### config.mk
export PLATFORM = sky130hd
export DESIGN_NAME = level_crossing_interpolator_unit
export DESIGN_NICKNAME = d
export VERILOG_FILES = /design/src/rtl/lci_pkg.sv /design/src/rtl/lci_front.sv /design/src/rtl/lci_queue.sv /design/src/rtl/lci_back.sv /design/src/rtl/level_crossing_interpolator_unit.sv
export VERILOG_INCLUDE_DIRS = /design/src /design/src/rtl
export SDC_FILE = /design/constraint.sdc
export NUM_CORES = 1
export LEC_CHECK = 0
export BUFFER_PORTS_ARGS = -buffer_cell sky130_fd_sc_hd__buf_4
export CORE_MARGIN = 3
export CORE_UTILIZATION = 50
export DETAILED_ROUTE_END_ITERATION = 6
export HOLD_SLACK_MARGIN = 0.15
export PLACE_DENSITY = 0.63
export SLEW_MARGIN = 25
export SYNTH_ARGS = -nofsm -noshare
export SYNTH_HDL_FRONTEND = slang
export SYNTH_SLANG_ARGS = --single-unit
### constraint.sdc
create_clock -name clk -period 6.8 [get_ports clk]
set_input_delay 1.36 -clock clk [delete_from_list [all_inputs] [get_ports clk]]
set_output_delay 1.36 -clock clk [all_outputs]
set_load 0.01 [all_outputs]
### src/rtl/assert_macros.svh
// Assertion macros shared by the RTL files that carry checks.
// No dependencies; the checks compile away when SYNTHESIS is defined.
`ifndef ASSERT_MACROS_SVH
`define ASSERT_MACROS_SVH

`ifndef SYNTHESIS

// Same-cycle implication, disabled while reset is low
`define LCI_ASSERT_IMPLY(label, clk, rst_n, ante, cons) \
  label: assert property (@(posedge clk) disable iff (!(rst_n)) (ante) |-> (cons)) \
    else $error("implication check failed");

// Next-cycle implication, disabled while reset is low
`define LCI_ASSERT_NEXT(label, clk, rst_n, ante, cons) \
  label: assert property (@(posedge clk) disable iff (!(rst_n)) (ante) |=> (cons)) \
    else $error("next-cycle check failed");

`else

`define LCI_ASSERT_IMPLY(label, clk, rst_n, ante, cons)
`define LCI_ASSERT_NEXT(label, clk, rst_n, ante, cons)

`endif

`endif

### src/rtl/lci_pkg.sv
// Shared constants and types of the level crossing interpolator.
// No dependencies; imported by every module of the block.
`default_nettype none

package lci_pkg;

  localparam int SAMPLE_BITS   = 16;
  localparam int IDX_BITS      = 12;
  localparam int COUNT_BITS    = 7;
  localparam int MAX_RECORDED  = 64;
  localparam int FRAC_BITS     = 16;
  localparam int DIV_STEP_BITS = $clog2(FRAC_BITS);
  localparam int QUEUE_DEPTH   = 4;
  localparam int QPTR_BITS     = $clog2(QUEUE_DEPTH);
  localparam int QCNT_BITS     = $clog2(QUEUE_DEPTH + 1);
  localparam int CFG_IDX_BITS  = 2;
  localparam int CFG_DATA_BITS = 16;

  localparam logic [IDX_BITS-1:0] ROW_LAST = {IDX_BITS{1'b1}};

  // Register indexes
  localparam logic [CFG_IDX_BITS-1:0] REG_THRESHOLD     = 2'd0;
  localparam logic [CFG_IDX_BITS-1:0] REG_MAX_CROSSINGS = 2'd1;

  // Result kinds
  localparam logic KIND_EVENT   = 1'b0;
  localparam logic KIND_SUMMARY = 1'b1;

  // Configuration seen by the front end
  typedef struct packed {
    logic signed [SAMPLE_BITS-1:0] threshold;
    logic [COUNT_BITS-1:0]         max_crossings;
  } lci_cfg_t;

  // Work handed from front end to back end
  typedef struct packed {
    logic                  ev_valid;
    logic                  ev_crossing;
    logic [IDX_BITS-1:0]   ev_index;
    logic [FRAC_BITS-1:0]  ev_num;
    logic [FRAC_BITS-1:0]  ev_den;
    logic [COUNT_BITS-1:0] ev_count;
    logic                  ev_ovf;
    logic                  sum_valid;
    logic [COUNT_BITS-1:0] sum_count;
    logic                  sum_ovf;
  } lci_cmd_t;

endpackage

`default_nettype wire

### src/rtl/lci_front.sv
// Front end: row state, crossing detection, count limit and command build.
// Depends on lci_pkg.
`default_nettype none

module lci_front
  import lci_pkg::*;
(
  input  wire logic                          clk,
  input  wire logic                          rst_n,
  input  wire lci_cfg_t                      cfg,
  input  wire logic                          take,
  input  wire logic signed [SAMPLE_BITS-1:0] sample,
  input  wire logic                          row_end,
  output logic                               cmd_push,
  output lci_cmd_t                           cmd
);

  logic signed [SAMPLE_BITS-1:0] prev_r, prev_nxt;
  logic                          have_prev_r, have_prev_nxt;
  logic [IDX_BITS-1:0]           pos_r, pos_nxt;
  logic [COUNT_BITS-1:0]         cnt_r, cnt_nxt;
  logic                          ovf_r, ovf_nxt;

  logic signed [SAMPLE_BITS:0]   d_ta, d_ba;
  logic [FRAC_BITS-1:0]          mag_ta, mag_ba;
  logic                          crossing, touch, event_hit, record;
  logic [COUNT_BITS-1:0]         limit, cnt_upd;
  logic                          ovf_upd;

  // Pair classification
  always_comb begin
    d_ta = {cfg.threshold[SAMPLE_BITS-1], cfg.threshold} - {prev_r[SAMPLE_BITS-1], prev_r};
    d_ba = {sample[SAMPLE_BITS-1], sample} - {prev_r[SAMPLE_BITS-1], prev_r};
    mag_ta = d_ta[SAMPLE_BITS] ? FRAC_BITS'(-d_ta) : FRAC_BITS'(d_ta);
    mag_ba = d_ba[SAMPLE_BITS] ? FRAC_BITS'(-d_ba) : FRAC_BITS'(d_ba);
    crossing = have_prev_r &&
               (((prev_r > cfg.threshold) && (sample < cfg.threshold)) ||
                ((prev_r < cfg.threshold) && (sample > cfg.threshold)));
    touch = have_prev_r && (prev_r == cfg.threshold);
    event_hit = crossing || touch;
    limit = (cfg.max_crossings > COUNT_BITS'(MAX_RECORDED)) ?
            COUNT_BITS'(MAX_RECORDED) : cfg.max_crossings;
    record = event_hit && (cnt_r < limit);
  end

  // Row state update
  always_comb begin
    cnt_upd = record ? cnt_r + 1'b1 : cnt_r;
    ovf_upd = ovf_r || (event_hit && !record);
    prev_nxt = prev_r;
    have_prev_nxt = have_prev_r;
    pos_nxt = pos_r;
    cnt_nxt = cnt_r;
    ovf_nxt = ovf_r;
    if (take) begin
      if (row_end) begin
        prev_nxt = '0;
        have_prev_nxt = 1'b0;
        pos_nxt = '0;
        cnt_nxt = '0;
        ovf_nxt = 1'b0;
      end else begin
        prev_nxt = sample;
        have_prev_nxt = 1'b1;
        cnt_nxt = cnt_upd;
        ovf_nxt = ovf_upd;
        if (!have_prev_r) begin
          pos_nxt = '0;
        end else if (pos_r != ROW_LAST) begin
          pos_nxt = pos_r + 1'b1;
        end
      end
    end
  end

  // Command to the back end
  always_comb begin
    cmd.ev_valid    = record;
    cmd.ev_crossing = crossing;
    cmd.ev_index    = pos_r;
    cmd.ev_num      = mag_ta;
    cmd.ev_den      = mag_ba;
    cmd.ev_count    = cnt_upd;
    cmd.ev_ovf      = ovf_r;
    cmd.sum_valid   = row_end;
    cmd.sum_count   = cnt_upd;
    cmd.sum_ovf     = ovf_upd;
    cmd_push        = take && (record || row_end);
  end

  always_ff @(posedge clk) begin
    if (!rst_n) begin
      prev_r <= '0;
      have_prev_r <= 1'b0;
      pos_r <= '0;
      cnt_r <= '0;
      ovf_r <= 1'b0;
    end else begin
      prev_r <= prev_nxt;
      have_prev_r <= have_prev_nxt;
      pos_r <= pos_nxt;
      cnt_r <= cnt_nxt;
      ovf_r <= ovf_nxt;
    end
  end

endmodule

`default_nettype wire

### src/rtl/lci_queue.sv
// Short command queue between front end and back end.
// Depends on lci_pkg.
`default_nettype none

module lci_queue
  import lci_pkg::*;
(
  input  wire logic     clk,
  input  wire logic     rst_n,
  input  wire logic     push,
  input  wire lci_cmd_t push_cmd,
  input  wire logic     pop,
  output logic          full,
  output logic          empty,
  output lci_cmd_t      head
);

  lci_cmd_t              mem_r [QUEUE_DEPTH];
  logic [QPTR_BITS-1:0]  wr_ptr_r, wr_ptr_nxt;
  logic [QPTR_BITS-1:0]  rd_ptr_r, rd_ptr_nxt;
  logic [QCNT_BITS-1:0]  cnt_r, cnt_nxt;
  logic                  do_push, do_pop;

  assign full  = (cnt_r == QCNT_BITS'(QUEUE_DEPTH));
  assign empty = (cnt_r == '0);
  assign head  = mem_r[rd_ptr_r];

  // Pointer and fill bookkeeping
  always_comb begin
    do_push = push && !full;
    do_pop  = pop && !empty;
    wr_ptr_nxt = do_push ? wr_ptr_r + 1'b1 : wr_ptr_r;
    rd_ptr_nxt = do_pop ? rd_ptr_r + 1'b1 : rd_ptr_r;
    cnt_nxt = cnt_r;
    if (do_push && !do_pop) begin
      cnt_nxt = cnt_r + 1'b1;
    end else if (do_pop && !do_push) begin
      cnt_nxt = cnt_r - 1'b1;
    end
  end

  always_ff @(posedge clk) begin
    if (!rst_n) begin
      wr_ptr_r <= '0;
      rd_ptr_r <= '0;
      cnt_r <= '0;
    end else begin
      wr_ptr_r <= wr_ptr_nxt;
      rd_ptr_r <= rd_ptr_nxt;
      cnt_r <= cnt_nxt;
    end
  end

  // Entry storage
  always_ff @(posedge clk) begin
    if (do_push) begin
      mem_r[wr_ptr_r] <= push_cmd;
    end
  end

endmodule

`default_nettype wire

### src/rtl/lci_back.sv
// Back end: radix-2 fraction divider, result sequencing and output register.
// Depends on lci_pkg.
`default_nettype none

module lci_back
  import lci_pkg::*;
(
  input  wire logic          clk,
  input  wire logic          rst_n,
  input  wire logic          q_empty,
  input  wire lci_cmd_t      q_head,
  output logic               q_pop,
  output logic               out_valid,
  input  wire logic          out_pop,
  output logic               out_kind,
  output logic [IDX_BITS-1:0]   out_sample_index,
  output logic [FRAC_BITS-1:0]  out_fraction,
  output logic [COUNT_BITS-1:0] out_crossing_count,
  output logic                  out_overflow
);

  localparam logic [1:0] ST_IDLE = 2'd0;
  localparam logic [1:0] ST_DIV  = 2'd1;
  localparam logic [1:0] ST_EV   = 2'd2;
  localparam logic [1:0] ST_SUM  = 2'd3;

  logic [1:0]               state_r, state_nxt;
  lci_cmd_t                 cur_r, cur_nxt;
  logic [FRAC_BITS-1:0]     rem_r, rem_nxt;
  logic [FRAC_BITS-1:0]     quo_r, quo_nxt;
  logic [DIV_STEP_BITS-1:0] step_r, step_nxt;

  logic                     val_r, val_nxt;
  logic                     kind_r, kind_nxt;
  logic [IDX_BITS-1:0]      idx_r, idx_nxt;
  logic [FRAC_BITS-1:0]     frac_r, frac_nxt;
  logic [COUNT_BITS-1:0]    cnt_r, cnt_nxt;
  logic                     ovf_r, ovf_nxt;

  logic [FRAC_BITS:0]       rem_sh, rem_sub;
  logic                     rem_ge, slot_free;

  assign slot_free = !val_r || out_pop;

  // One quotient bit per cycle; remainder stays below the divisor
  always_comb begin
    rem_sh  = {rem_r, 1'b0};
    rem_sub = rem_sh - {1'b0, cur_r.ev_den};
    rem_ge  = (rem_sh >= {1'b0, cur_r.ev_den});
  end

  // Sequencer
  always_comb begin
    state_nxt = state_r;
    cur_nxt   = cur_r;
    rem_nxt   = rem_r;
    quo_nxt   = quo_r;
    step_nxt  = step_r;
    q_pop     = 1'b0;
    val_nxt   = val_r && !out_pop;
    kind_nxt  = kind_r;
    idx_nxt   = idx_r;
    frac_nxt  = frac_r;
    cnt_nxt   = cnt_r;
    ovf_nxt   = ovf_r;
    case (state_r)
      ST_IDLE: begin
        if (!q_empty) begin
          q_pop   = 1'b1;
          cur_nxt = q_head;
          rem_nxt = q_head.ev_num;
          quo_nxt = '0;
          step_nxt = '0;
          if (q_head.ev_valid && q_head.ev_crossing) begin
            state_nxt = ST_DIV;
          end else if (q_head.ev_valid) begin
            state_nxt = ST_EV;
          end else begin
            state_nxt = ST_SUM;
          end
        end
      end
      ST_DIV: begin
        rem_nxt  = rem_ge ? rem_sub[FRAC_BITS-1:0] : rem_sh[FRAC_BITS-1:0];
        quo_nxt  = {quo_r[FRAC_BITS-2:0], rem_ge};
        step_nxt = step_r + 1'b1;
        if (step_r == DIV_STEP_BITS'(FRAC_BITS - 1)) begin
          state_nxt = ST_EV;
        end
      end
      ST_EV: begin
        if (slot_free) begin
          val_nxt  = 1'b1;
          kind_nxt = KIND_EVENT;
          idx_nxt  = cur_r.ev_index;
          frac_nxt = cur_r.ev_crossing ? quo_r : '0;
          cnt_nxt  = cur_r.ev_count;
          ovf_nxt  = cur_r.ev_ovf;
          state_nxt = cur_r.sum_valid ? ST_SUM : ST_IDLE;
        end
      end
      ST_SUM: begin
        if (slot_free) begin
          val_nxt  = 1'b1;
          kind_nxt = KIND_SUMMARY;
          idx_nxt  = '0;
          frac_nxt = '0;
          cnt_nxt  = cur_r.sum_count;
          ovf_nxt  = cur_r.sum_ovf;
          state_nxt = ST_IDLE;
        end
      end
      default: begin
        state_nxt = ST_IDLE;
      end
    endcase
  end

  always_ff @(posedge clk) begin
    if (!rst_n) begin
      state_r <= ST_IDLE;
      val_r   <= 1'b0;
    end else begin
      state_r <= state_nxt;
      val_r   <= val_nxt;
    end
  end

  // Payload registers
  always_ff @(posedge clk) begin
    cur_r  <= cur_nxt;
    rem_r  <= rem_nxt;
    quo_r  <= quo_nxt;
    step_r <= step_nxt;
    kind_r <= kind_nxt;
    idx_r  <= idx_nxt;
    frac_r <= frac_nxt;
    cnt_r  <= cnt_nxt;
    ovf_r  <= ovf_nxt;
  end

  assign out_valid          = val_r;
  assign out_kind           = kind_r;
  assign out_sample_index   = idx_r;
  assign out_fraction       = frac_r;
  assign out_crossing_count = cnt_r;
  assign out_overflow       = ovf_r;

endmodule

`default_nettype wire

### src/rtl/level_crossing_interpolator_unit.sv
// Top level of the level crossing interpolator: config registers and wiring.
// Depends on lci_pkg, lci_front, lci_queue, lci_back and assert_macros.svh.
`default_nettype none

// Samples enter at one per cycle while the four-entry command queue has room;
// the front end classifies each adjacent pair and keeps the row position and
// crossing count. The back end works through the queue one command at a time:
// a strict crossing runs the shift-subtract fraction divider (one quotient
// bit per cycle) and then loads the output register, while a touch or a
// summary loads it directly; a new command is taken only in the idle state,
// and loading waits while an unread result holds the register. Input runs at
// one sample per cycle on rows with few crossings, else at the back end's pace.
// A row summary (kind 1) follows its row's last event. Configuration writes
// are always ready and should only be issued while the block is idle.

`include "assert_macros.svh"

module level_crossing_interpolator_unit
  import lci_pkg::*;
(
  input  wire logic                          clk,
  input  wire logic                          rst_n,
  // sample input
  input  wire logic                          in_push,
  output logic                               in_full,
  input  wire logic signed [SAMPLE_BITS-1:0] in_sample,
  input  wire logic                          in_row_end,
  // results
  output logic                               out_empty,
  input  wire logic                          out_pop,
  output logic                               out_kind,
  output logic [IDX_BITS-1:0]                out_sample_index,
  output logic [FRAC_BITS-1:0]               out_fraction,
  output logic [COUNT_BITS-1:0]              out_crossing_count,
  output logic                               out_overflow,
  // configuration writes
  input  wire logic                          cfg_valid,
  output logic                               cfg_ready,
  input  wire logic [CFG_IDX_BITS-1:0]       cfg_index,
  input  wire logic [CFG_DATA_BITS-1:0]      cfg_data
);

  lci_cfg_t cfg_r, cfg_nxt;
  lci_cmd_t f_cmd, q_head;
  logic     f_push, q_full, q_empty, q_pop, take, out_valid;

  // Configuration registers
  assign cfg_ready = 1'b1;

  always_comb begin
    cfg_nxt = cfg_r;
    if (cfg_valid && cfg_ready) begin
      case (cfg_index)
        REG_THRESHOLD:     cfg_nxt.threshold = $signed(cfg_data[SAMPLE_BITS-1:0]);
        REG_MAX_CROSSINGS: cfg_nxt.max_crossings = cfg_data[COUNT_BITS-1:0];
        default:           cfg_nxt = cfg_r;
      endcase
    end
  end

  always_ff @(posedge clk) begin
    if (!rst_n) begin
      cfg_r.threshold     <= '0;
      cfg_r.max_crossings <= COUNT_BITS'(MAX_RECORDED);
    end else begin
      cfg_r <= cfg_nxt;
    end
  end

  // Input transfer
  assign in_full = q_full;
  assign take    = in_push && !q_full;

  lci_front u_front (
    .clk      (clk),
    .rst_n    (rst_n),
    .cfg      (cfg_r),
    .take     (take),
    .sample   (in_sample),
    .row_end  (in_row_end),
    .cmd_push (f_push),
    .cmd      (f_cmd)
  );

  lci_queue u_queue (
    .clk      (clk),
    .rst_n    (rst_n),
    .push     (f_push),
    .push_cmd (f_cmd),
    .pop      (q_pop),
    .full     (q_full),
    .empty    (q_empty),
    .head     (q_head)
  );

  lci_back u_back (
    .clk                (clk),
    .rst_n              (rst_n),
    .q_empty            (q_empty),
    .q_head             (q_head),
    .q_pop              (q_pop),
    .out_valid          (out_valid),
    .out_pop            (out_pop),
    .out_kind           (out_kind),
    .out_sample_index   (out_sample_index),
    .out_fraction       (out_fraction),
    .out_crossing_count (out_crossing_count),
    .out_overflow       (out_overflow)
  );

  assign out_empty = !out_valid;

  // Checks
  `LCI_ASSERT_IMPLY(a_sum_fields, clk, rst_n, !out_empty && (out_kind == KIND_SUMMARY), (out_sample_index == '0) && (out_fraction == '0))
  `LCI_ASSERT_IMPLY(a_event_count, clk, rst_n, !out_empty && (out_kind == KIND_EVENT), out_crossing_count != '0)
  `LCI_ASSERT_IMPLY(a_count_limit, clk, rst_n, !out_empty, out_crossing_count <= COUNT_BITS'(MAX_RECORDED))
  `LCI_ASSERT_NEXT(a_queue_drain, clk, rst_n, q_pop && !f_push, !q_full)

endmodule

`default_nettype wire

==> results.cfg <==
[run_status]
outcome = completed

[floorplanning]
die_y_um = 201.1
fp.coreArea_um2 = 37050
num_rows = 70
initial_utilization_pct = 51.39
die_area_um2 = 40460
die_x_um = 201.1
io_pins = 80

[global_route]
grt_max_degree = 57
antenna_found_initial = 0
grt_pass1_wl_mm = 63.04
grt-ovfl-total = 0
grt_pass1_vias = 11431
grt_usage_pct = 19.61

[run]
cap_violations = 0

[synthesis]
synthCells = 1448
yosysWarningCount = 0
synth_seq_cells = 408
netlist_area_um2 = 19040
yosysUniqueCellTypes = 77
ys.flop_type = edfxtp_1
avgSynthCellArea_um2 = 13.15
synth_edf_count = 336
synth_top_area_share_pct = 52.99
synth.area.top_cells = edfxtp_1, dfxtp_1, mux4_2
ys_seq_area_share_pct = 60.56
synthArstFlopShare_pct = 0
synth_top_cell_by_area = edfxtp_1
syn_nets = 1572

[drt]
vias_per_cell = 5.600
wl_per_cell_um = 19.13
wl_mm = 39.56
vias = 11580
drt_pass1_iterations = 5
drc = 0
ant_nets = 0
drt_iter0_markers = 737

[sta]
finalCritPeriodShare_pct = 71.87
finalCriticalPeriod_ns = 4.887
hold_violations = 0
setup_violations = 0
fin_skew_ns = 0.01653
maxSlewHeadroom_pct = 40.71
grt_setup_unrepaired = no
max_freq_ghz = 0.2046
slew_viol_final = 0
worst_slew_pin_slew_ns = 0.8894
setup_tns_ns = 0

[critical_path]
slowest_stage = o41ai_4
ff2ff_path_depth = 15
crit_path_max_fanout = 14
required_ns = 7.29
crit_path_end_kind = register
critPathLaunch = in_sample[6]
crit_top_cell = a21oi_1
max_stage_delay_ns = 0.55
rr_startpoint = cfg_r[14]
arrival_ns = 5.38
crit_type = in -> reg
startpoint_type = input port
path_cells = buf_4 > ha_1 > a21o_1 > a221o_1 > a21oi_1 > a21oi_1 > or3_1 > o211a_1 > o41ai_4 > ha_1 > inv_1 > fa_1 > xor2_1 > or3_1 > a21oi_1

[finish]
final_common_cell = edfxtp_1
nets = 1653
num_antenna_cells = 0
instances_no_fill = 2068
area_growth_pct = 13.32
drive_gt1_share_pct = 15.47
fillers = 2984
layout_common_cells = edfxtp_1, nand2_1, nor2_1, buf_4, inv_1

[place]
dp_hpwl_mm = 26.83
port_buffers = 78
place_congestion = 0.9008
dp_cells = 1987

[power]
p_total_uw = 8827
vdd_drop_max_uv = 196.4
p_leak_uw = 0.007843
powerDensity_nw_per_um2 = 409.1

[cts]
root_buffer = clkbuf_16
cts-hold-fix-buffers = 0
h-tree-depth = 2
post_cts_buffers = 0
cts.repair.resized = 0
cts_tree = done
cts_made_buffers = 43
cts_buffer_depth = 3
cts.sinks = 408
insertion_delay_ns = 0.57
clk_pin_slew_ns = 0.06

[worst_hold_path]
min_path_type = reg -> reg
min_from = u_back.cur_r[2]
min_path_cells = 0
[power breakdown]
part / switching (µW) / internal, µW / total [µW]
combinational: 1650 / 1190 / 2840
sequential: 231 / 3480 / 3710
clock: 957 / 1320 / 2270
[critical path, delay by kind of cell]
kind	cells	cell delay, ns
AOI/OAI and AO/OA	7	1.95
adders and majority gates	3	0.96
and+or+nand+nor	2	0.73
buffers and inverters	2	0.18
xor gates and xnor gates	1	0.17
[sequential cells by signal, indices dropped and copies added (netlist names), 12 cells and up, named ones only]
name,count
u_back.cur_r,39
u_back.out_fraction,16
u_queue.mem_r,224
u_back.quo_r,16
u_front.pos_r,12
cfg_r,23
u_back.out_sample_index,12
u_back.rem_r,16
u_front.prev_r,16
[cell usage after synthesis (21+ instances only)]
library cell	instances
and3_1	37
inv_1	82
dfxtp_1	72
xnor2_1	45
mux4_2	56
a21oi_1	77
ha_1	80
and2_1	38
mux2i_1	21
nand3_1	21
nand2_1	112
nor3_1	27
clkbuf_1	40
o21ai_0	45
edfxtp_1	336
xor2_1	36
nor2_1	96
[layout make-up]
cell class              count  area, µm²  area share, %
repair buffers             91      733.2          3.398
clock buffers              62       1160          5.376
well taps                 504      630.6          2.923
inverters                  83      311.5          1.444
flip-flops and latches    408      11540          53.48
clock inverters            18      216.5          1.003
multi-input cells         902       6985          32.38
[per-layer routing]
layer | share of wire (%) | global-route usage (%)
met4 | 2.1 | 4.944
met2 | 47 | 31.82
met3 | 5.4 | 3.543
met5 | 0 | 0
met1 | 46 | 27.70
[path summary, 6_finish.rpt]
check	to	slack [ns]
setup / recovery	u_queue.cnt_r[2]	1.91
hold / removal	u_back.out_crossing_count[1]	0.42
setup reg to reg	u_queue.cnt_r[2]	2.39
hold reg to reg	u_back.out_crossing_count[1]	0.42
[logic make-up after synthesis]
logic type               Yosys count  share of synthesized area, %
AND/OR/NAND/NOR                  414                         10.81
adder cells (fa/ha/maj)           84                         5.678
buffers and inverters            138                         2.885
flip-flops                       408                         60.56
XOR/XNOR                          81                         3.726
other                              1                       0.01970
multiplexers                      83                         8.083
AO/OA/AOI/OAI                    239                         8.234
[metrics by stage]
step	hold WS [ns]	utilization, %	area (µm²)	setup WS (ns)
2_1_floorplan	0.4524	-	19040	1.531
3_3_place_gp	0.4056	54.43	20170	1.427
3_5_place_dp	0.4045	54.45	20170	1.346
4_1_cts	0.4185	58.17	21550	1.937
5_1_grt	0.4241	58.24	21580	1.735
6_report	0.4184	58.24	21580	1.913
(Power assumes the default switching activity.)
